==> src/rtl/core/temp_humidity_frame_decoder_defines.svh <==
// Assertion macros for the temperature and humidity frame decoder.
// Included by the RTL files that carry concurrent assertions; no dependencies.
`ifndef TEMP_HUMIDITY_FRAME_DECODER_DEFINES_SVH
`define TEMP_HUMIDITY_FRAME_DECODER_DEFINES_SVH

`ifndef SYNTH

// Same-cycle implication, disabled while reset is asserted.
`define THD_ASSERT_IMPLY(label, clk, rst_n, ante, cons) \
  label: assert property (@(posedge clk) disable iff (!(rst_n)) (ante) |-> (cons)) \
    else $error("assertion failed");

// Next-cycle implication, disabled while reset is asserted.
`define THD_ASSERT_NEXT(label, clk, rst_n, ante, cons) \
  label: assert property (@(posedge clk) disable iff (!(rst_n)) (ante) |=> (cons)) \
    else $error("assertion failed");

`else

`define THD_ASSERT_IMPLY(label, clk, rst_n, ante, cons)
`define THD_ASSERT_NEXT(label, clk, rst_n, ante, cons)

`endif

`endif

==> src/rtl/core/thd_pkg.sv <==
// Shared constants, types and codes of the temperature and humidity frame decoder.
// No dependencies.
package thd_pkg;

  // CRC-8 as used by the sensor frame: polynomial 0x31, seed 0xFF, MSB first.
  localparam logic [7:0] CRC_POLY = 8'h31;
  localparam logic [7:0] CRC_INIT = 8'hFF;
  localparam logic [7:0] CRC_MSB  = 8'h80;

  // Conversion: value = floor(scale * raw / 65535), less the offset for temperature.
  localparam logic [14:0]        TEMP_SCALE  = 15'd17500;
  localparam logic [13:0]        HUM_SCALE   = 14'd10000;
  localparam logic [16:0]        DIV_BASE    = 17'd65535;
  localparam logic signed [15:0] TEMP_OFFSET = 16'sd4500;

  // Byte positions within a six-byte frame.
  localparam logic [2:0] POS_T_HI  = 3'd0;
  localparam logic [2:0] POS_T_LO  = 3'd1;
  localparam logic [2:0] POS_T_CRC = 3'd2;
  localparam logic [2:0] POS_H_HI  = 3'd3;
  localparam logic [2:0] POS_H_LO  = 3'd4;
  localparam logic [2:0] POS_H_CRC = 3'd5;

  typedef enum logic [1:0] {
    ST_OK       = 2'd0,
    ST_TEMP_ERR = 2'd1,
    ST_HUM_ERR  = 2'd2
  } status_t;

  // Load strobes for the scaler's product registers.
  typedef struct packed {
    logic load_t;
    logic load_h;
  } scale_ctl_t;

endpackage

==> src/rtl/core/temp_humidity_frame_decoder.sv <==
// Temperature and humidity frame decoder: input register, frame tracking,
// CRC check and result register. Depends on thd_pkg, thd_crc8, thd_scaler
// and temp_humidity_frame_decoder_defines.svh.
//
// Usage: frame bytes enter on the in_ channel (valid/ready), one per
// transaction, in wire order: temperature high, low, CRC, humidity high,
// low, CRC. in_frame_start marks the first byte of a frame and restarts
// the frame; without it the byte position wraps after the sixth byte.
// Each sixth byte yields one transaction on the out_ channel carrying the
// temperature and humidity in hundredths and a status (ok, temperature
// CRC error, humidity CRC error); the values are zero on error.
// Throughput: one byte per cycle while the result side is not stalled. A
// byte is held in the input register and its result is then registered in
// the result register. The conversion products are registered when each low
// byte passes, so the sixth byte only adds and compares.
// Reset (rst_n low, synchronous) empties both registers and returns the
// frame position to the first byte. When the receiver stalls, the result
// is held; further bytes that produce no result keep flowing, and a byte
// that completes a frame waits in the input register, dropping in_ready.
`include "temp_humidity_frame_decoder_defines.svh"
module temp_humidity_frame_decoder (
  input  logic               clk,
  input  logic               rst_n,
  input  logic               in_valid,
  output logic               in_ready,
  input  logic [7:0]         in_rx_byte,
  input  logic               in_frame_start,
  output logic               out_valid,
  input  logic               out_ready,
  output logic signed [14:0] out_temperature_centi,
  output logic [13:0]        out_humidity_centi,
  output logic [1:0]         out_frame_status
);

  logic                 s1_valid_r;
  logic [7:0]           s1_byte_r;
  logic                 s1_start_r;

  logic [2:0]           pos_r, pos_nxt, pos_eff;
  logic [7:0]           crc_r, crc_nxt, crc_seed, crc_upd;
  logic [15:0]          temp_word_r, temp_word_nxt;
  logic [15:0]          hum_word_r, hum_word_nxt;
  logic                 temp_ok_r, temp_ok_nxt;

  logic                 out_valid_r;
  logic signed [14:0]   out_temp_r;
  logic [13:0]          out_hum_r;
  thd_pkg::status_t     out_status_r, status_nxt;

  logic                 has_result, out_space, s1_go, hum_ok;
  thd_pkg::scale_ctl_t  scale_ctl;
  logic signed [14:0]   temp_conv;
  logic [13:0]          hum_conv;

  // A frame start, or an out-of-range position, restarts at the first byte.
  always_comb begin
    if (s1_start_r || (pos_r > thd_pkg::POS_H_CRC)) begin
      pos_eff = thd_pkg::POS_T_HI;
    end else begin
      pos_eff = pos_r;
    end
  end

  assign crc_seed = ((pos_eff == thd_pkg::POS_T_HI) || (pos_eff == thd_pkg::POS_H_HI)) ?
                    thd_pkg::CRC_INIT : crc_r;

  thd_crc8 u_crc (
    .crc_in  (crc_seed),
    .data    (s1_byte_r),
    .crc_out (crc_upd)
  );

  assign has_result = (pos_eff == thd_pkg::POS_H_CRC);
  assign out_space  = !out_valid_r || out_ready;
  assign s1_go      = s1_valid_r && (!has_result || out_space);
  assign in_ready   = !s1_valid_r || s1_go;
  assign hum_ok     = (crc_r == s1_byte_r);

  always_comb begin
    temp_word_nxt = temp_word_r;
    hum_word_nxt  = hum_word_r;
    if (pos_eff == thd_pkg::POS_T_HI) begin
      temp_word_nxt = {s1_byte_r, 8'h00};
    end else if (pos_eff == thd_pkg::POS_T_LO) begin
      temp_word_nxt = {temp_word_r[15:8], s1_byte_r};
    end
    if (pos_eff == thd_pkg::POS_H_HI) begin
      hum_word_nxt = {s1_byte_r, 8'h00};
    end else if (pos_eff == thd_pkg::POS_H_LO) begin
      hum_word_nxt = {hum_word_r[15:8], s1_byte_r};
    end
  end

  assign scale_ctl.load_t = s1_go && (pos_eff == thd_pkg::POS_T_LO);
  assign scale_ctl.load_h = s1_go && (pos_eff == thd_pkg::POS_H_LO);

  thd_scaler u_scaler (
    .clk        (clk),
    .ctl        (scale_ctl),
    .temp_word  (temp_word_nxt),
    .hum_word   (hum_word_nxt),
    .temp_centi (temp_conv),
    .hum_centi  (hum_conv)
  );

  always_comb begin
    pos_nxt     = pos_r;
    crc_nxt     = crc_r;
    temp_ok_nxt = temp_ok_r;
    if (s1_go) begin
      unique case (pos_eff)
        thd_pkg::POS_T_HI: begin
          crc_nxt = crc_upd;
          pos_nxt = thd_pkg::POS_T_LO;
        end
        thd_pkg::POS_T_LO: begin
          crc_nxt = crc_upd;
          pos_nxt = thd_pkg::POS_T_CRC;
        end
        thd_pkg::POS_T_CRC: begin
          temp_ok_nxt = (crc_r == s1_byte_r);
          crc_nxt     = thd_pkg::CRC_INIT;
          pos_nxt     = thd_pkg::POS_H_HI;
        end
        thd_pkg::POS_H_HI: begin
          crc_nxt = crc_upd;
          pos_nxt = thd_pkg::POS_H_LO;
        end
        thd_pkg::POS_H_LO: begin
          crc_nxt = crc_upd;
          pos_nxt = thd_pkg::POS_H_CRC;
        end
        default: begin
          crc_nxt = thd_pkg::CRC_INIT;
          pos_nxt = thd_pkg::POS_T_HI;
        end
      endcase
    end
  end

  always_comb begin
    if (!temp_ok_r) begin
      status_nxt = thd_pkg::ST_TEMP_ERR;
    end else if (!hum_ok) begin
      status_nxt = thd_pkg::ST_HUM_ERR;
    end else begin
      status_nxt = thd_pkg::ST_OK;
    end
  end

  always_ff @(posedge clk) begin
    if (!rst_n) begin
      s1_valid_r  <= 1'b0;
      pos_r       <= thd_pkg::POS_T_HI;
      crc_r       <= thd_pkg::CRC_INIT;
      temp_word_r <= 16'h0000;
      hum_word_r  <= 16'h0000;
      temp_ok_r   <= 1'b0;
      out_valid_r <= 1'b0;
    end else begin
      if (in_ready) begin
        s1_valid_r <= in_valid;
      end
      if (s1_go) begin
        pos_r       <= pos_nxt;
        crc_r       <= crc_nxt;
        temp_word_r <= temp_word_nxt;
        hum_word_r  <= hum_word_nxt;
        temp_ok_r   <= temp_ok_nxt;
      end
      if (s1_go && has_result) begin
        out_valid_r <= 1'b1;
      end else if (out_ready) begin
        out_valid_r <= 1'b0;
      end
    end
  end

  always_ff @(posedge clk) begin
    if (in_ready && in_valid) begin
      s1_byte_r  <= in_rx_byte;
      s1_start_r <= in_frame_start;
    end
    if (s1_go && has_result) begin
      out_status_r <= status_nxt;
      if (status_nxt == thd_pkg::ST_OK) begin
        out_temp_r <= temp_conv;
        out_hum_r  <= hum_conv;
      end else begin
        out_temp_r <= 15'sd0;
        out_hum_r  <= 14'd0;
      end
    end
  end

  assign out_valid             = out_valid_r;
  assign out_temperature_centi = out_temp_r;
  assign out_humidity_centi    = out_hum_r;
  assign out_frame_status      = out_status_r;

  `THD_ASSERT_IMPLY(a_pos_range, clk, rst_n, 1'b1, pos_r <= thd_pkg::POS_H_CRC)
  `THD_ASSERT_IMPLY(a_err_zero, clk, rst_n, out_valid_r && (out_status_r != thd_pkg::ST_OK), (out_temp_r == 15'sd0) && (out_hum_r == 14'd0))
  `THD_ASSERT_NEXT(a_result_loaded, clk, rst_n, s1_go && has_result, out_valid_r)
  `THD_ASSERT_IMPLY(a_stall_cause, clk, rst_n, !in_ready, s1_valid_r && has_result && out_valid_r && !out_ready)

endmodule

==> src/rtl/core/thd_crc8.sv <==
// One-byte CRC-8 update, eight MSB-first shift steps unrolled.
// Depends on thd_pkg for the polynomial.
module thd_crc8 (
  input  logic [7:0] crc_in,
  input  logic [7:0] data,
  output logic [7:0] crc_out
);

  always_comb begin
    logic [7:0] c;
    c = crc_in ^ data;
    for (int k = 0; k < 8; k++) begin
      if ((c & thd_pkg::CRC_MSB) != 8'h00) begin
        c = {c[6:0], 1'b0} ^ thd_pkg::CRC_POLY;
      end else begin
        c = {c[6:0], 1'b0};
      end
    end
    crc_out = c;
  end

endmodule

==> src/rtl/core/thd_scaler.sv <==
// Raw-word to centi-unit conversion for temperature and humidity.
// Depends on thd_pkg for the scale constants and the control struct.
module thd_scaler (
  input  logic                 clk,
  input  thd_pkg::scale_ctl_t  ctl,
  input  logic [15:0]          temp_word,
  input  logic [15:0]          hum_word,
  output logic signed [14:0]   temp_centi,
  output logic [13:0]          hum_centi
);

  logic [30:0]        prod_t_r;
  logic [29:0]        prod_h_r;
  logic [14:0]        t_hi;
  logic [15:0]        t_lo;
  logic [16:0]        t_sum;
  logic [14:0]        t_q;
  logic signed [15:0] t_val;
  logic [13:0]        h_hi;
  logic [15:0]        h_lo;
  logic [16:0]        h_sum;

  // Products are taken when the low byte of each word arrives.
  always_ff @(posedge clk) begin
    if (ctl.load_t) begin
      prod_t_r <= 31'(temp_word) * 31'(thd_pkg::TEMP_SCALE);
    end
    if (ctl.load_h) begin
      prod_h_r <= 30'(hum_word) * 30'(thd_pkg::HUM_SCALE);
    end
  end

  // x = hi*65536 + lo = hi*65535 + (hi + lo), and hi + lo stays below
  // twice 65535, so a single compare corrects the quotient.
  always_comb begin
    t_hi  = prod_t_r[30:16];
    t_lo  = prod_t_r[15:0];
    t_sum = 17'(t_hi) + 17'(t_lo);
    t_q   = t_hi + 15'(t_sum >= thd_pkg::DIV_BASE);
    t_val = $signed({1'b0, t_q}) - thd_pkg::TEMP_OFFSET;
    temp_centi = t_val[14:0];

    h_hi  = prod_h_r[29:16];
    h_lo  = prod_h_r[15:0];
    h_sum = 17'(h_hi) + 17'(h_lo);
    hum_centi = h_hi + 14'(h_sum >= thd_pkg::DIV_BASE);
  end

endmodule

==> config.mk <==
export PLATFORM = sky130hd
export DESIGN_NAME = temp_humidity_frame_decoder
export DESIGN_NICKNAME = d
export VERILOG_FILES = /design/src/rtl/core/thd_pkg.sv /design/src/rtl/core/temp_humidity_frame_decoder.sv /design/src/rtl/core/thd_crc8.sv /design/src/rtl/core/thd_scaler.sv
export VERILOG_INCLUDE_DIRS = /design/src /design/src/rtl/core
export SDC_FILE = /design/constraint.sdc
export NUM_CORES = 1
export LEC_CHECK = 0
export BUFFER_PORTS_ARGS = -buffer_cell sky130_fd_sc_hd__buf_2
export CORE_AREA = 2 2 221 223
export CTS_CLUSTER_DIAMETER = 60
export DETAILED_ROUTE_END_ITERATION = 8
export DIE_AREA = 0 0 223 225
export HOLD_SLACK_MARGIN = 0.05
export PLACE_DENSITY_LB_ADDON = 0.1
export SLEW_MARGIN = 20
export SYNTH_ARGS = -nofsm -noshare
export SYNTH_HDL_FRONTEND = slang
export SYNTH_SLANG_ARGS = --single-unit
==> constraint.sdc <==
create_clock -name clk -period 18.6 [get_ports clk]
set_clock_uncertainty 0.2 [all_clocks]
set_input_delay 1.86 -clock clk [delete_from_list [all_inputs] [get_ports clk]]
set_output_delay 1.86 -clock clk [all_outputs]
set_load 0.05 [all_outputs]
---- Word-level counts from Yosys, hierarchy flattened ----
Cells that the tools add are included.
cells by class
  reductions and logical operators ........ 18
  magnitude comparators ................... 3
  add/subtract/negate cells ............... 5
  muxes and demuxes ....................... 20
  bitwise logic cells ..................... 9
  multiply operators ...................... 2
  eq/ne operators ......................... 6
operators by type and width
  kind                    count
  $mux 6                  8
  $ge 17x16->1 const B    2
  $mux 16                 2
  $mux 8                  4
  $mul 16x13->29 const B  1
  $mul 16x10->26 const B  1
  $not 3->3               8
  $add 14x16->17          1
  $add 15x16->17          1
  $add 15x1->15           1
  $pmux 3 s5              1
  $sub 15x13->15 const B  1
  $add 14x1->14           1
  $eq 8x8->1              1
  $xor 8x8->8             1
  $eq 3x2->1 const B      2
  $eq 3x3->1 const B      2
  $logic_and 1x1->1       5
  $logic_or 1x1->1        5
  $mux 2                  2
  $reduce_or 4->1         1
  $eq 3x1->1 const B      1
  $gt 3x3->1 const B      1
  $logic_not 1->1         3
  other kinds (6)         7
word-level totals
  flip-flop bits (word level) ............. 141
  input bits .............................. 13
  output and inout bits ................... 33

---- Longest topological paths before layout ----
  depth after elaboration ................. 24
  depth in mapped cells ................... 24
  gate-level depth less buffers ........... 22

---- By module ----
Synthesis repeated with hierarchy kept, for this count alone.
second synthesis, totals
  cell total of the unflattened synthesis .. 1286
  area, all modules ....................... 13033.8 um2
modules (own cells, without submodules)
  module                       sequential area each (um2)  instances  cells an instance  area an instance (um2)
  thd_scaler                   1651.6                      1          933                9013.6
  temp_humidity_frame_decoder  2122.0                      1          332                3784.9
  thd_crc8                     0.0                         1          21                 235.2

---- Worst setup path before layout ----
No wires, ideal clock.
  kind .................................... register -> register
  start ................................... register pos_r[1]
  end ..................................... register u_scaler.prod_h_r[29] (data pin)
  buffers on the path ..................... 2
  stages on the path, launching flop included .. 19
  setup slack ............................. 12.470 ns
  data required time ...................... 18.220 ns
  arrival ................................. 5.750 ns
  cells stage by stage .................... dfxtp_1 clkbuf_1 inv_1 nor3_2 buf_2 mux2i_1 fa_1 inv_1 ha_1 fa_1 ha_1 fa_1 ha_1 a21o_1 a221oi_2 o31ai_2 o31ai_4 or4b_1 o311ai_1
between the ends
  word-level cells in the longest chain between the ends .. 7
  elaborated cells between the ends (all ways) .. 8
  those cells by class .................... mul (1); order compare (1); eq/ne (2); mux (3); reduce/logical (1)
ends and longest elaborated chain
  item                    line                                source
  from (decl)             temp_humidity_frame_decoder.sv:39   logic [2:0] pos_r, pos_nxt, pos_eff;
  from (signal assigned)  temp_humidity_frame_decoder.sv:154  pos_r <= thd_pkg::POS_T_HI;
  from (signal assigned)  temp_humidity_frame_decoder.sv:165  pos_r <= pos_nxt;
  $gt 3x3->1              temp_humidity_frame_decoder.sv:57   if (s1_start_r || (pos_r > thd_pkg::POS_H_CRC)) begin
  $logic_or 1x1->1        temp_humidity_frame_decoder.sv:57
  $mux 3 (*)              temp_humidity_frame_decoder.sv:57
  $eq 3x3->1              temp_humidity_frame_decoder.sv:89   end else if (pos_eff == thd_pkg::POS_H_LO) begin
  $mux 8                  temp_humidity_frame_decoder.sv:89
  $mux 16 (*)             temp_humidity_frame_decoder.sv:87   if (pos_eff == thd_pkg::POS_H_HI) begin
  $mul 16x10->26 (*)      thd_scaler.sv:29                    prod_h_r <= 30'(hum_word) * 30'(thd_pkg::HUM_SCALE);
  to (signal assigned)    thd_scaler.sv:29
  to (decl)               thd_scaler.sv:13                    logic [29:0] prod_h_r;
Every way passes the cells marked *; elsewhere a longest branch is shown, timed or not.
A chain may end at the register's enable or synchronous reset.

---- Worst setup path in the final report ----
  start ................................... register s1_start_r
  end ..................................... register u_scaler.prod_t_r[30] (data pin)
between the ends
  word-level cells in the longest chain between the ends .. 6
  elaborated cells between the ends (all ways) .. 7
  those cells by class .................... mul (1); eq/ne (1); mux (3); reduce/logical (2)
ends and longest elaborated chain
  item                    line                                source
  from (decl)             temp_humidity_frame_decoder.sv:37   logic s1_start_r;
  from (signal assigned)  temp_humidity_frame_decoder.sv:182  s1_start_r <= in_frame_start;
  $logic_or 1x1->1 (*)    temp_humidity_frame_decoder.sv:57
  $mux 3 (*)              temp_humidity_frame_decoder.sv:57
  $eq 3x1->1              temp_humidity_frame_decoder.sv:84   end else if (pos_eff == thd_pkg::POS_T_LO) begin
  $mux 8                  temp_humidity_frame_decoder.sv:84
  $mux 16 (*)             temp_humidity_frame_decoder.sv:82   if (pos_eff == thd_pkg::POS_T_HI) begin
  via temp_word_nxt[5]    temp_humidity_frame_decoder.sv:41   logic [15:0] temp_word_r, temp_word_nxt;
  $mul 16x13->29 (*)      thd_scaler.sv:26                    prod_t_r <= 31'(temp_word) * 31'(thd_pkg::TEMP_SCALE);
  to (signal assigned)    thd_scaler.sv:26
  to (decl)               thd_scaler.sv:12                    logic [30:0] prod_t_r;
Mark *: on every way through the listed nets, which the timed path passes. The rest lies on a longest branch.

==> results.toml <==
[cells_and_area]
instances_no_fill = 1969
fill_cells = 4957
insertedDiodeCount = 0
syn2layout_area_growth_pct = 11.7
fin_util_pct = 30.1
drive_gt1_share_pct = 7.31
nets = 1630

[global_route]
track_usage_pct = 12.7
antenna_found_initial = 0
grt_max_degree = 53
grt_pass1_vias = 8877
overflow = 0
grt_pass1_wl_um = 49400

[timing]
slew_violations = 0
fmax_mhz = 146
hold-worst-slack_ns = 0.253
min_period_ns = 6.87
setup_tns_ns = 0
grt_setup_unrepaired = "no"
hold_viol_final = 0
tightest_slew_ns = 0.924
setup_viol = 0
period_share_pct = 36.9
slew_headroom_pct = 36.6

[worst_setup_path]
path_buf_inv = 2
crit_required_ns = 18.59
critPathArrivalTime_ns = 6.86
critical_path.most_common_cell = "fa_1"
path_cells = "nand2b_1, nor3_1, nand2_1, a21oi_1, inv_1, fa_1, inv_1, ha_1, ha_1, fa_1, fa_1, a211oi_1, o21ai_1, a21oi_1, nor2_1, a221oi_1, o21ai_1, a31o_1"
slowest_stage = "nor3_1"
crit_path_end_kind = "register"
critPathMaxStageDelay_ns = 0.72
startpoint_type = "register"
path_delay_family = "compound AO/OA/AOI/OAI gates"
path_class = "register to register"
crit_fanout = 13

[route]
drc_errors = 0
dr.pass1.iters = 4
routed_via_density = 4.48
via_count = 8815
routed_wl_um = 30600
postRouteAntennaNets = 0
drt-initial-drc-count = 301
drt-wirelength-per-cell_um = 15.5

[synthesis]
syn_inst = 1303
synth_edf_count = 95
avgSynthCellArea_um2 = 9.84
yosysWarnings = 0
synthFlopType = "edfxtp_1"
async_flop_share_pct = 0
yosysTopAreaCell = "edfxtp_1"
synth_fp_nets = 1592
synthTopCellsByArea = "edfxtp_1 22%, ha_1 19%, fa_1 13%"
ys_seq_elements = 141
synth_top_area_share_pct = 22.3
ys_seq_area_share_pct = 29.4
yosysUniqueCellTypes = 70
synth_area_mm2 = 0.0128

[power_and_ir_drop]
power_frac_clock_pct = 30.0
swShare_pct = 35.6
p_sw_w = 0.000402
cell_internal_pwr_w = 0.000727
cellPowerDensity_mw_per_mm2 = 78.8
p_seq_share_pct = 33.0
peakVddDrop_v = 0.0000398
p_total_w = 0.00113
p_leak_nw = 6.76
combPwrFrac_pct = 37.0

[worst_hold_path]
min_path_type = "register to register"

[place]
hpwl_um = 24700
placed_cells = 1937
place_congestion = 0.811
port_buffers = 45

[clock_tree]
cts_buffers = 17
cts_tree = "built"
cts_sinks = 141
cts_max_path_buffers = 2
root_buffer = "clkbuf_16"
postCtsResizedCells = 0
htree_levels = 4
worstSkewPairLatency_ns = 0.45
cts.reportedPaths.clkPinSlew_ns = 0.07
hold_buffers = 0
post-cts-setup-buffers = 0

[floorplan]
die_w_um = 223
coreArea_mm2 = 0.0475
dieHeight_um = 225
row_count = 80
initial_core_util_pct = 27.0
io_pins = 46
dieArea_mm2 = 0.0502

[status]
status = "finished, final reports clean"

[run]
maxCapViolations = 0
==> cell families after synthesis <==
family	Yosys count	share of synthesized area, %
AO/OA/AOI/OAI	251	13.6
XOR/XNOR	95	6.67
adder cells (fa/ha/maj)	276	31.7
buffers and inverters	236	6.94
flip-flops	141	29.4
multiplexers	15	1.18
AND/OR/NAND/NOR	289	10.5
==> synth_stat cells (6+ instances only) <==
master    instances
o21ai_0          30
ha_1            194
o211a_1          17
a21o_1           17
nor3_1           16
xnor2_1          60
a22oi_1           8
dfxtp_1          46
nor2b_1          17
fa_1             82
a31oi_1           6
nand2b_1          7
a211oi_1         16
o22ai_1           9
clkbuf_1         27
a21boi_0          6
a21oi_1          61
nor2_1           65
xor2_1           33
o21bai_1         11
nand2_1         112
a21boi_1         13
o21a_1            7
edfxtp_1         95
inv_1           204
mux2i_1          14
nand4_1           7
and3_1            9
o21ai_1           9
or3_1             6
nor4_1            8
nand3_1          21
==> layout make-up <==
cell class	count	area [um^2]	share of cell area (%)
sequential	141	3770	26.3
multi-input combinational	926	8170	57.0
clock inverter	13	140	0.978
tap	615	769	5.37
inverter	204	766	5.35
timing repair buffer	51	270	1.89
clock buffer	19	433	3.02
==> final timing paths <==
path,startpoint,endpoint,slack (ns),depth (start not counted)
max,s1_start_r$_DFFE_PP_,u_scaler.prod_t_r[30]$_DFFE_PP_,11.73,18
min,temp_word_r[9]$_SDFFE_PN0P_,temp_word_r[9]$_SDFFE_PN0P_,0.25,2
max reg2reg,s1_start_r$_DFFE_PP_,u_scaler.prod_t_r[30]$_DFFE_PP_,11.73,18
min reg2reg,temp_word_r[9]$_SDFFE_PN0P_,temp_word_r[9]$_SDFFE_PN0P_,0.25,2
==> stage by stage <==
stage | instance area (um^2) | setup WS (ns)
after floorplan | 12800 | 12.47
after global placement | 13800 | 11.84
after detailed placement | 13800 | 11.69
after CTS | 14300 | 11.64
after global routing | 14300 | 11.23
final | 14300 | 11.73
==> state kept, by name (all words and copies together) (netlist names) <==
| signal | cells |
|---|---|
| temp_word_r | 16 |
| out_valid | 1 |
| u_scaler.prod_h_r | 26 |
| out_temperature_centi | 15 |
| s1_start_r | 1 |
| hum_word_r | 16 |
| temp_ok_r | 1 |
| s1_byte_r | 8 |
| s1_valid_r | 1 |
| out_humidity_centi | 14 |
| u_scaler.prod_t_r | 29 |
| crc_r | 8 |
| out_frame_status | 2 |
| pos_r | 3 |
==> metal layers <==
metal	GRT usage (%)	vias up	part of all wire (%)
met1	17.6	4140	52
met4	3.01	0	1.0
met2	20.5	87	45
met3	2.14	17	2.1
li1	-	4571	-
met5	0	-	0
==> worst reg2reg max path: stages, from the launching register on <==
cell	delay, ns
edfxtp_1	0.57
nand2b_1	0.26
nor3_1	0.72
nand2_1	0.12
a21oi_1	0.60
inv_1	0.17
fa_1	0.57
inv_1	0.04
ha_1	0.28
ha_1	0.30
fa_1	0.54
fa_1	0.49
a211oi_1	0.32
o21ai_1	0.16
a21oi_1	0.29
nor2_1	0.12
a221oi_1	0.43
o21ai_1	0.17
a31o_1	0.25
==> power groups by stage <==
stage                     Sequential (W)  Combinational, W  Clock [W]
after floorplan                 0.000370          0.000320          0
after global placement          0.000380          0.000422          0
after detailed placement        0.000380          0.000420          0
after CTS                       0.000373          0.000426   0.000351
after global routing            0.000374          0.000482   0.000362
final                           0.000373          0.000418   0.000339
==> cell usage in the layout (no fill, tap or decap), types with 11 or more instances in the layout <==
cell | netlist | layout
dfxtp_1 | 46 | 46
buf_2 | 3 | 45
nor3_1 | 16 | 16
nor2_1 | 65 | 63
xnor2_1 | 60 | 60
clkbuf_16 | 0 | 17
inv_1 | 204 | 204
o21bai_1 | 11 | 11
a211oi_1 | 16 | 16
fa_1 | 82 | 82
o21ai_0 | 30 | 30
mux2i_1 | 14 | 14
nand2_1 | 112 | 112
ha_1 | 194 | 194
a21oi_1 | 61 | 61
xor2_1 | 33 | 33
nor2b_1 | 17 | 16
edfxtp_1 | 95 | 95
nand3_1 | 21 | 21
a21o_1 | 17 | 17
o211a_1 | 17 | 17
a21boi_1 | 13 | 13
No activity file was read; power rests on OpenSTA's default activity.
